### src/rtl/tgi_fifo.sv
// Small register queue with occupancy count.
module tgi_fifo #(
  parameter int unsigned WIDTH = 8,
  parameter int unsigned DEPTH = 8
) (
  input  logic                       clk,
  input  logic                       rst,
  input  logic                       push,
  input  logic [WIDTH-1:0]           din,
  input  logic                       pop,
  output logic [WIDTH-1:0]           dout,
  output logic                       empty,
  output logic [$clog2(DEPTH+1)-1:0] count
);

  localparam int unsigned PW = $clog2(DEPTH);

  logic [WIDTH-1:0] mem [DEPTH];
  logic [PW-1:0]    wptr;
  logic [PW-1:0]    rptr;

  assign dout  = mem[rptr];
  assign empty = (count == '0);

  // Store pushed beats
  always_ff @(posedge clk) begin
    if (push) begin
      mem[wptr] <= din;
    end
  end

  // Advance pointers and count
  always_ff @(posedge clk) begin
    if (rst) begin
      wptr  <= '0;
      rptr  <= '0;
      count <= '0;
    end else begin
      if (push) begin
        wptr <= (wptr == PW'(DEPTH - 1)) ? '0 : wptr + 1'b1;
      end
      if (pop) begin
        rptr <= (rptr == PW'(DEPTH - 1)) ? '0 : rptr + 1'b1;
      end
      if (push && !pop) begin
        count <= count + 1'b1;
      end else if (pop && !push) begin
        count <= count - 1'b1;
      end
    end
  end

endmodule

### config.mk
export PLATFORM = sky130hd
export DESIGN_NAME = tgi_fifo
export DESIGN_NICKNAME = d
export VERILOG_FILES = /design/src/rtl/tgi_fifo.sv
export SDC_FILE = /design/constraint.sdc
export NUM_CORES = 1
export LEC_CHECK = 0
export BUFFER_PORTS_ARGS = -buffer_cell sky130_fd_sc_hd__buf_2
export CORE_MARGIN = 3
export CORE_UTILIZATION = 40
export CTS_CLUSTER_SIZE = 40
export DETAILED_ROUTE_END_ITERATION = 6
export PLACE_DENSITY = 0.64
export SYNTH_ARGS = -nofsm -noshare
export SYNTH_HDL_FRONTEND = slang
export SYNTH_SLANG_ARGS = --single-unit
### constraint.sdc
create_clock -name clk -period 2 [get_ports clk]
set_input_delay 0.2 -clock clk [delete_from_list [all_inputs] [get_ports clk]]
set_output_delay 0.2 -clock clk [all_outputs]
set_load 0.01 [all_outputs]
==> metrics.txt <==
drt wl/cell=17.0 µm; Setup Skew=0.00760 ns; Clock Latency Late Sink=0.34 ns; Num CTS Buffers=9; Critical path buffers and inverters=2; Post-CTS Setup Bufs=0; port bufs=24; Syn Nets=187; DRT Wirelength=5290 µm; Final #Nets=227; Syn Area/Cell=18.6 µm²; pre-CTS setup slack=0.0427 ns; Flop pwr share=0.516; Setup Viol. Count Final=2; Syn. warnings=0; TritonCTS clock tree=yes; initial antenna violation count=0; Synth cell types=26; 1st-iter DRT viols=81; aggregate global routing overflow=0; Internal Pwr Total=2.81 mW; site row count=31; Yosys reg bits=77; post-DR vias/cell=4.95; hold crit path type=in2reg; R2R setup slack=0.38 ns; Critical Path Slowest Stage Cell=mux4_2; Die Wd=94.1 µm; clock tree root buffer cell=clkbuf_8; failing checks=negative setup slack; Total GRT Usage=0.131; non-filler cells, final=311; CP max FO=8; Via Count=1,540; Leak=1.30 nW; Clock Sinks=77; Switching Power=721 µW; Initial Util=0.419; pin slew with the least headroom to its limit=0.549 ns; placed cells=294; post-route clock period utilization=1.00; GPL Wtd Cong=0.744; Die ar.=8860 µm²; post-synthesis sequential area ratio=0.702; overall die height=94.1 µm; Layout Area Growth over Synthesis=17.8%; largest net degree at the start of global routing=17; post-DP HPWL=3280 µm; Sw Share=0.204; ANT cells=0; crit path kind=reg2out; clock share of power=0.379; Max-slew headroom=0.634; crit start category=flop; Peak VDD IR=0.501 mV; crit path setup slack, layout=-0.00268 ns; I/O pins=25; CP top delay family=multiplexers; Gate power share=0.105; first-pass GRT wire length=8340 µm; Clock transition at path regs=0.07 ns; CTS Buffer Depth=2; critical path endpoint category=primary output; Largest stage delay, worst path=0.51 ns; Final min period=2.00 ns; Worst EP required=1.80 ns; share of layout cells above drive strength 1=0.354; Slew Viols, Final=0; status=finished, violations left; max-cap viol count=0; Synth Cell Area=3110 µm²; H-tree Lvls=3; Peak Freq=0.499 GHz; # DRC=0; final antenna-violating net count=0; final hold vios=0; vias in the first global route=1,525; Final Power=3.53 mW; Data arrival, critical path=1.80 ns; Cells after Synth=167; Core Box Area=7410 µm²; cells along the critical path=buf_12, mux4_2, mux2_4, buf_6; RSZ-0062 raised after global routing=yes; pwr dens=965 nW/µm²; Pre-antenna DRT Iters=6
cells by family after synthesis:
group                      synth area share
adders and majority gates            0.0346
xor gates and xnor gates            0.00564
AOI/OAI and AO/OA                    0.0141
buffers and inverters                0.0201
DFF                                   0.702
and+or+nand+nor                      0.0467
muxes                                 0.176
final cells by class:
| cell class | count | area, µm² |
|---|---|---|
| fill | 614 | 3750 |
| timing repair buffer | 36 | 287 |
| tap | 99 | 124 |
| inverter | 3 | 11.3 |
| multi-input combinational | 80 | 821 |
| clock inverter | 5 | 98.8 |
| clock buffer | 11 | 131 |
| sequential | 77 | 2190 |
path summary, 6_finish.rpt:
check                              from                    end  cells past startpoint
setup / recovery                   flop                dout[2]                      4
hold / removal                   din[3]    mem[2][3]$_DFFE_PP_                      1
setup reg to reg  count[2]$_SDFFE_PP0P_  count[3]$_SDFFE_PP0P_                      5
hold reg to reg    rptr[1]$_SDFFE_PP0P_   rptr[1]$_SDFFE_PP0P_                      2
synth_stat cells:
master / number / area [µm²]
a211oi_1: 1 / 7.51
a21oi_1: 6 / 30.0
a31oi_1: 1 / 6.26
buf_1: 1 / 3.75
buf_12: 1 / 20.0
buf_2: 1 / 5.00
buf_6: 1 / 11.3
clkbuf_1: 3 / 11.3
dfxtp_1: 13 / 260
edfxtp_1: 64 / 1920
fa_1: 1 / 20.0
ha_1: 7 / 87.6
inv_1: 3 / 11.3
mux2_2: 9 / 101
mux2i_1: 3 / 30.0
mux4_1: 15 / 394
mux4_2: 1 / 22.5
nand2_1: 4 / 15.0
nand2b_1: 3 / 18.8
nand3_1: 1 / 5.00
nor2_1: 21 / 78.8
nor2b_1: 1 / 6.26
nor3_1: 3 / 15.0
nor4_1: 1 / 6.26
xnor2_1: 1 / 8.76
xor2_1: 1 / 8.76
registers in the layout (all words and copies together), names as in the netlist, named ones only:
| signal | count |
|---|---|
| mem | 64 |
| count | 4 |
| rptr | 3 |
| wptr | 3 |
stage by stage:
| step | hold WS, ns | cell area [µm²] | utilization | setup TNS [ns] |
|---|---|---|---|---|
| finish | 0.131 | 3660 | 0.494 | -0.00380 |
| global route | 0.118 | 3660 | 0.494 | -0.380 |
| CTS | 0.115 | 3640 | 0.492 | -0.227 |
| detailed placement | 0.476 | 3390 | 0.458 | 0 |
| global placement | 0.469 | 3390 | 0.458 | 0 |
| floorplan | 0.299 | 3110 | - | 0 |
power by group through the flow:
stage	clock (mW)	combinational, mW	sequential, mW
after CTS	1.37	0.361	1.82
after detailed placement	0	0.328	1.86
after floorplan	0	0.211	1.86
final	1.34	0.371	1.82
after global placement	0	0.324	1.85
after global routing	1.44	0.409	1.83
what timing repair did:
item / in CTS / in global routing
gates resized for setup: 20 / 9
endpoints found under the setup margin: 8 / 8
gates cloned: 1 / 0
hold buffers: 0 / 0
cell usage in the layout, fill, tap and decap left out, drive strengths merged, types with 2 or more instances in the layout:
cell / count
a21oi: 6
buf: 36
bufinv: 3
clkbuf: 11
clkinv: 2
dfxtp: 13
edfxtp: 64
ha: 7
inv: 3
mux2: 9
mux2i: 3
mux4: 16
nand2: 4
nand2b: 3
nor2: 21
nor3: 3
routing by layer:
layer,wire (µm),global-route usage
met1,2590,0.188
met4,87,0.0542
met2,2410,0.188
met3,197,0.0361
met5,0,0
(Power assumes the default switching activity.)
