[src/rtl/tgi_pkg.sv]
// Shared types and constants of the trilinear grid interpolator.
package tgi_pkg;

  // Width of one configuration register and of a coordinate
  localparam int unsigned COORD_W = 24;
  // Width of a table value and of the result
  localparam int unsigned VALUE_W = 32;
  // Width of a Q.16 axis weight, which spans 0 to 1.0 inclusive
  localparam int unsigned WEIGHT_W = 17;
  // Width of the flat entry index on the input port
  localparam int unsigned INDEX_W = 13;
  // Width of the register index on the configuration port
  localparam int unsigned CFG_IDX_W = 3;

  // Configuration register indexes
  typedef enum logic [CFG_IDX_W-1:0] {
    REG_ORIGIN_X   = 3'd0,
    REG_ORIGIN_Y   = 3'd1,
    REG_ORIGIN_Z   = 3'd2,
    REG_INV_STEP_X = 3'd3,
    REG_INV_STEP_Y = 3'd4,
    REG_INV_STEP_Z = 3'd5
  } cfg_reg_t;

  // Reset value of the inverse steps: 1.0 in Q8.16
  localparam logic [COORD_W-1:0] INV_STEP_ONE = 24'h01_0000;

  // Grid setup handed from the register bank to the front end
  typedef struct packed {
    logic [COORD_W-1:0] origin_x;
    logic [COORD_W-1:0] origin_y;
    logic [COORD_W-1:0] origin_z;
    logic [COORD_W-1:0] inv_step_x;
    logic [COORD_W-1:0] inv_step_y;
    logic [COORD_W-1:0] inv_step_z;
  } cfg_t;

endpackage

[src/rtl/tgi_front.sv]
// Front end: accepts beats, maps coordinates to cells and weights, forms addresses.
module tgi_front #(
  parameter int unsigned POINTS_X = 32,
  parameter int unsigned POINTS_Y = 8,
  parameter int unsigned POINTS_Z = 32,
  parameter int unsigned AW       = 13,
  parameter int unsigned Q_DEPTH  = 8,
  parameter int unsigned Q_W      = 1 + AW + 32 + 51
) (
  input  logic                               clk,
  input  logic                               rst,
  input  tgi_pkg::cfg_t                      cfg,
  input  logic                               push,
  input  logic                               action,
  input  logic [tgi_pkg::COORD_W-1:0]        pos_x,
  input  logic [tgi_pkg::COORD_W-1:0]        pos_y,
  input  logic [tgi_pkg::COORD_W-1:0]        pos_z,
  input  logic [tgi_pkg::INDEX_W-1:0]        entry_index,
  input  logic signed [tgi_pkg::VALUE_W-1:0] entry_value,
  output logic                               full,
  output logic                               q_push,
  output logic [Q_W-1:0]                     q_data,
  input  logic [$clog2(Q_DEPTH+1)-1:0]       q_count
);

  localparam int unsigned DEPTH = POINTS_X * POINTS_Y * POINTS_Z;
  localparam int unsigned CXW = $clog2(POINTS_X);
  localparam int unsigned CYW = $clog2(POINTS_Y);
  localparam int unsigned CZW = $clog2(POINTS_Z);
  localparam int unsigned WW  = tgi_pkg::WEIGHT_W;
  localparam int unsigned VW  = tgi_pkg::VALUE_W;
  localparam int unsigned IW  = tgi_pkg::INDEX_W;
  localparam logic [25:0] TOP_X = 26'((POINTS_X - 1) * 65536);
  localparam logic [25:0] TOP_Y = 26'((POINTS_Y - 1) * 65536);
  localparam logic [25:0] TOP_Z = 26'((POINTS_Z - 1) * 65536);
  localparam logic [9:0]  CMAX_X = 10'(POINTS_X - 2);
  localparam logic [9:0]  CMAX_Y = 10'(POINTS_Y - 2);
  localparam logic [9:0]  CMAX_Z = 10'(POINTS_Z - 2);
  localparam int unsigned QCW = $clog2(Q_DEPTH+1);

  // Clamp a scaled position to the grid, pick the lower corner and its weight
  function automatic logic [26:0] locate(input logic [47:0] prod, input logic dpos,
                                         input logic [25:0] top, input logic [9:0] cmax);
    logic [31:0] p;
    logic [31:0] c;
    logic [31:0] w;
    p = dpos ? prod[47:16] : 32'd0;
    if (p > {6'd0, top}) begin
      p = {6'd0, top};
    end
    c = {16'd0, p[31:16]};
    if (c > {22'd0, cmax}) begin
      c = {22'd0, cmax};
    end
    w = p - {c[15:0], 16'd0};
    return {c[9:0], w[16:0]};
  endfunction

  // Stage 1: offset from origin and scale
  logic          s1_v, s1_wr, s1_wr_ok;
  logic [47:0]   s1_px, s1_py, s1_pz;
  logic          s1_dx, s1_dy, s1_dz;
  logic [IW-1:0] s1_idx;
  logic [VW-1:0] s1_val;
  logic [24:0]   dx, dy, dz;
  logic          accept;

  assign accept = push && !full;
  assign dx = {1'b0, pos_x} - {1'b0, cfg.origin_x};
  assign dy = {1'b0, pos_y} - {1'b0, cfg.origin_y};
  assign dz = {1'b0, pos_z} - {1'b0, cfg.origin_z};

  always_ff @(posedge clk) begin
    if (rst) begin
      s1_v <= 1'b0;
    end else begin
      s1_v <= accept;
    end
    s1_wr    <= action;
    s1_wr_ok <= (32'(entry_index) < 32'(DEPTH));
    s1_idx   <= entry_index;
    s1_val   <= entry_value;
    s1_px    <= dx[23:0] * cfg.inv_step_x;
    s1_py    <= dy[23:0] * cfg.inv_step_y;
    s1_pz    <= dz[23:0] * cfg.inv_step_z;
    s1_dx    <= !dx[24] && (dx != '0);
    s1_dy    <= !dy[24] && (dy != '0);
    s1_dz    <= !dz[24] && (dz != '0);
  end

  // Stage 2: clamp and split into cell and weight
  logic           s2_v, s2_wr, s2_wr_ok;
  logic [CXW-1:0] s2_cx;
  logic [CYW-1:0] s2_cy;
  logic [CZW-1:0] s2_cz;
  logic [WW-1:0]  s2_wx, s2_wy, s2_wz;
  logic [IW-1:0]  s2_idx;
  logic [VW-1:0]  s2_val;
  logic [26:0]    lx, ly, lz;

  assign lx = locate(s1_px, s1_dx, TOP_X, CMAX_X);
  assign ly = locate(s1_py, s1_dy, TOP_Y, CMAX_Y);
  assign lz = locate(s1_pz, s1_dz, TOP_Z, CMAX_Z);

  always_ff @(posedge clk) begin
    if (rst) begin
      s2_v <= 1'b0;
    end else begin
      s2_v <= s1_v;
    end
    s2_wr    <= s1_wr;
    s2_wr_ok <= s1_wr_ok;
    s2_idx   <= s1_idx;
    s2_val   <= s1_val;
    s2_cx    <= CXW'(lx[26:17]);
    s2_cy    <= CYW'(ly[26:17]);
    s2_cz    <= CZW'(lz[26:17]);
    s2_wx    <= lx[16:0];
    s2_wy    <= ly[16:0];
    s2_wz    <= lz[16:0];
  end

  // Stage 3: row index along the two slow axes
  logic           s3_v, s3_wr, s3_wr_ok;
  logic [AW-1:0]  s3_row;
  logic [CZW-1:0] s3_cz;
  logic [WW-1:0]  s3_wx, s3_wy, s3_wz;
  logic [IW-1:0]  s3_idx;
  logic [VW-1:0]  s3_val;

  always_ff @(posedge clk) begin
    if (rst) begin
      s3_v <= 1'b0;
    end else begin
      s3_v <= s2_v;
    end
    s3_wr    <= s2_wr;
    s3_wr_ok <= s2_wr_ok;
    s3_idx   <= s2_idx;
    s3_val   <= s2_val;
    s3_row   <= AW'(32'(s2_cx) * 32'(POINTS_Y) + 32'(s2_cy));
    s3_cz    <= s2_cz;
    s3_wx    <= s2_wx;
    s3_wy    <= s2_wy;
    s3_wz    <= s2_wz;
  end

  // Form the base address and hand the beat to the queue; drop bad writes
  logic [AW-1:0] addr;

  assign addr   = s3_wr ? AW'(s3_idx)
                        : AW'(32'(s3_row) * 32'(POINTS_Z) + 32'(s3_cz));
  assign q_push = s3_v && (!s3_wr || s3_wr_ok);
  assign q_data = {s3_wr, addr, s3_val, s3_wx, s3_wy, s3_wz};

  // Hold off input while queue space is promised to beats in flight
  logic [QCW:0] used;

  assign used = {1'b0, q_count} + (QCW+1)'(s1_v) + (QCW+1)'(s2_v) + (QCW+1)'(s3_v);
  assign full = (used >= (QCW+1)'(Q_DEPTH));

endmodule

[config.mk]
export PLATFORM = sky130hd
export DESIGN_NAME = tgi_front
export DESIGN_NICKNAME = d
export VERILOG_FILES = /design/src/rtl/tgi_pkg.sv /design/src/rtl/tgi_front.sv
export SDC_FILE = /design/constraint.sdc
export NUM_CORES = 2
export LEC_CHECK = 0
export BUFFER_PORTS_ARGS = -buffer_cell sky130_fd_sc_hd__clkbuf_2
export CORE_MARGIN = 2
export CORE_UTILIZATION = 40
export DETAILED_ROUTE_END_ITERATION = 12
export PLACE_DENSITY = 0.67
export REMOVE_ABC_BUFFERS = 1
export SETUP_SLACK_MARGIN = 0.05
export SYNTH_ARGS = -nofsm -noshare
export SYNTH_HDL_FRONTEND = slang
export SYNTH_SLANG_ARGS = --single-unit
[constraint.sdc]
create_clock -name clk -period 31.8 [get_ports clk]
set_input_delay 6.36 -clock clk [delete_from_list [all_inputs] [get_ports clk]]
set_output_delay 6.36 -clock clk [all_outputs]
set_load 0.05 [all_outputs]
==> metrics.md <==
| Metric | Value |
|---|---|
| Status | finished clean |
| Clk sink count | 368 |
| Filler cells | 16.1k |
| Die area | 171000 µm² |
| Wire length on met2 | 83.6 mm |
| Synth top area share | 0.431 |
| Clk slew on worst S/H paths | 60 ps |
| RD Place Congestion | 0.905 |
| Cells after synthesis | 7250 |
| Wire per inst | 17.9 µm |
| Area taken by multi-input logic gates | 52700 µm² |
| Relative slew margins | 0.137 |
| Worst hold start | s2_idx[12] |
| # DRC | 0 |
| Clock buffer depth | 3 |
| R2R setup slack | 29080 ps |
| Highest metal used | met5 |
| Gr usage total | 0.208 |
| Fin crit share | 0.494 |
| RSZ-0062 raised after global routing | false |
| Required @ worst endpoint | 32390 ps |
| Post-CTS Resized | 0 |
| Fin. max-slew vios | 0 |
| Fin util | 0.439 |
| Htree depth | 2 |
| Final WL | 173 mm |
| Antenna-violating nets left | 0 |
| Initial antenna violation count | 6 |
| Critical Path Source Type | input pin |
| Critical Path Max Stage Delay | 760 ps |
| Most common cell in the synthesized netlist | inv_1 |
| MaxCap Viol Count | 0 |
| Count of final setup violators | 0 |
| Number of distinct library cells after synthesis | 71 |
| Critical path fanouts, max | 25 |
| Layout cells sized above 1 | 0.0803 |
| Final Skew | 28.4 ps |
| Reg-to-reg critical path endpoint | s2_cz[0] |
| Avg Inst Size Synth | 9.27 µm² |
| Die W | 414 µm |
| CP endpoint kind | flip-flop |
| DR iter-0 viols | 2654 |
| Via Count | 48.7k |
| WS Path Type | input pin to flip-flop |
| Most frequent CP cell | fa_1 |
| Worst Hold Depth | 0 |
| Largest net degree at the start of global routing | 26 |
| YS warnings | 0 |
| Minimum clock period | 15700 ps |
| Port Buf Inserts | 367 |
| Slowest cell on crit path | nand2_1 |
| CTS Buf Count | 46 |
| Reg2reg start | s1_pz[16] |
| Worst min-delay path category | flip-flop to flip-flop |
| Worst Hold End | s3_idx[12] |
| Setup bufs post-CTS | 0 |
| Sequential cell area | 7370 µm² |
| Hold Violations, Final | 0 |
| Async S/R FF share, synth | 0 |
| Global-route wire length before repair | 282 mm |
| Row Count | 150 |
| Yosys reg bits | 368 |
| Initial core utilization | 0.403 |
| Synth top area cells | fa_1, dfxtp_1, ha_1, inv_1, and2_1 |
| DP HPWL | 137 mm |
| Worst-case reg-to-reg path depth | 7 |
| GRT overflow | 0 |
| Clk_lat worst skew | 660 ps |
| Hold bufs inserted after CTS | 0 |
| Slew at the pin with the worst max-slew slack | 1290 ps |
| Fmax | 63.7 MHz |
| Core Area | 167000 µm² |
| Met3 WL | 11.0 mm |
| Sum of negative setup slack | 0 ps |
| Synth cell count leaders | inv_1, fa_1, and2_1 |
| Vias/cell | 5.03 |
| Met1 WL | 71.2 mm |
| Vert. Die Dim | 414 µm |
| Area of the mapped netlist | 67200 µm² |
| CP arrival | 16290 ps |
| Main flop type after synthesis | dfxtp_1 |
| Synthesis-to-finish area growth | 9.07% |
| Final Net Count | 9737 |
| Vias in the first global route | 53.6k |
| Sequential element share of the synthesized area | 0.110 |
| Number of synthesized flops with an enable pin | 0 |
| Synth area leader | fa_1 |
| # IOs | 368 |
| CTS tree | built |
| 1st-pass router iterations | 5 |
| CTS root buf | clkbuf_16 |
## worst max path at each step
stage / startpoint / endpoint / depth (start not counted)
final: cfg[98] / s1_py[44] / 34
after floorplan: pos_x[0] / s1_px[43] / 33
after CTS: pos_z[0] / s1_pz[41] / 36
after detailed placement: pos_z[0] / s1_pz[41] / 36
after global placement: pos_z[0] / s1_pz[41] / 36
after global routing: pos_z[0] / s1_pz[41] / 36
## final cells by class
type                       instances  area share
clock buffer                      50      0.0163
sequential                       368       0.100
inverter                        1727      0.0884
antenna                            1   0.0000341
clock inverter                    33     0.00607
tap                             2204      0.0376
multi-input combinational       4849       0.718
timing repair buffer             444      0.0329
## through the flow
stage          setup slack (ps)  cell area [µm²]  cells  hold WS (ps)
6_report                  16100            73300   9676           320
5_1_grt                   15470            73300   9675           323
4_1_cts                   16060            73300   9675           321
3_5_place_dp              15340            71700   9592           312
3_3_place_gp              15590            71700   9592           310
2_1_floorplan             16360            66100   6944           310
## state kept, by name (all words and copies together) (netlist names), 17 cells and up
name / flops
s1_px: 32
s1_py: 32
s1_pz: 32
s1_val: 32
s2_val: 32
s3_val: 32
s2_wx: 17
s2_wy: 17
s2_wz: 17
s3_wx: 17
s3_wy: 17
s3_wz: 17
## cell usage in the layout, fill, tap and decap left out, types with 12 or more instances in the layout
master and instances:
a31oi_1 15, clkbuf_16 46, o21bai_1 19, xor2_1 34, a21o_1 85, nor2b_1 88, and2_1 969, buf_4 77
nor3_1 38, ha_1 584, a21oi_1 119, nand3_1 22, nor4_1 24, clkbuf_2 367, xnor2_1 65, mux2_2 14
and3_1 61, dfxtp_1 368, a211oi_1 12, nor2_1 135, fa_1 1448, xnor2_2 21, nand4_1 23, inv_1 1727
o21a_1 30, nand2b_1 45, o21ai_0 64, nand2_1 776
## worst max-delay path, delay by kind of cell
family / cells / cell delay, ps
adders and majority gates: 9 / 4210
AOI/OAI and AO/OA: 13 / 3240
and+or+nand+nor: 4 / 1790
buffers and inverters: 6 / 320
muxes: 1 / 200
xor gates and xnor gates: 1 / 150
## logic make-up after synthesis
| kind of cell | count (synthesis) | synth area share |
|---|---|---|
| muxes | 15 | 0.00249 |
| DFF | 368 | 0.110 |
| AOI/OAI and AO/OA | 439 | 0.0435 |
| and+or+nand+nor | 2225 | 0.173 |
| xor gates and xnor gates | 138 | 0.0180 |
| adders and majority gates | 2032 | 0.540 |
| buffers and inverters | 2033 | 0.114 |
## routing by layer
metal / GRT usage / vias up
met5: 0 / -
met4: 0.0842 / 8
met3: 0.0311 / 384
met2: 0.349 / 1522
met1: 0.269 / 25100
li1: - / 21700
Power is not shown: default switching activity piles up to over one toggle a cycle in this logic, so the estimate is an artifact.
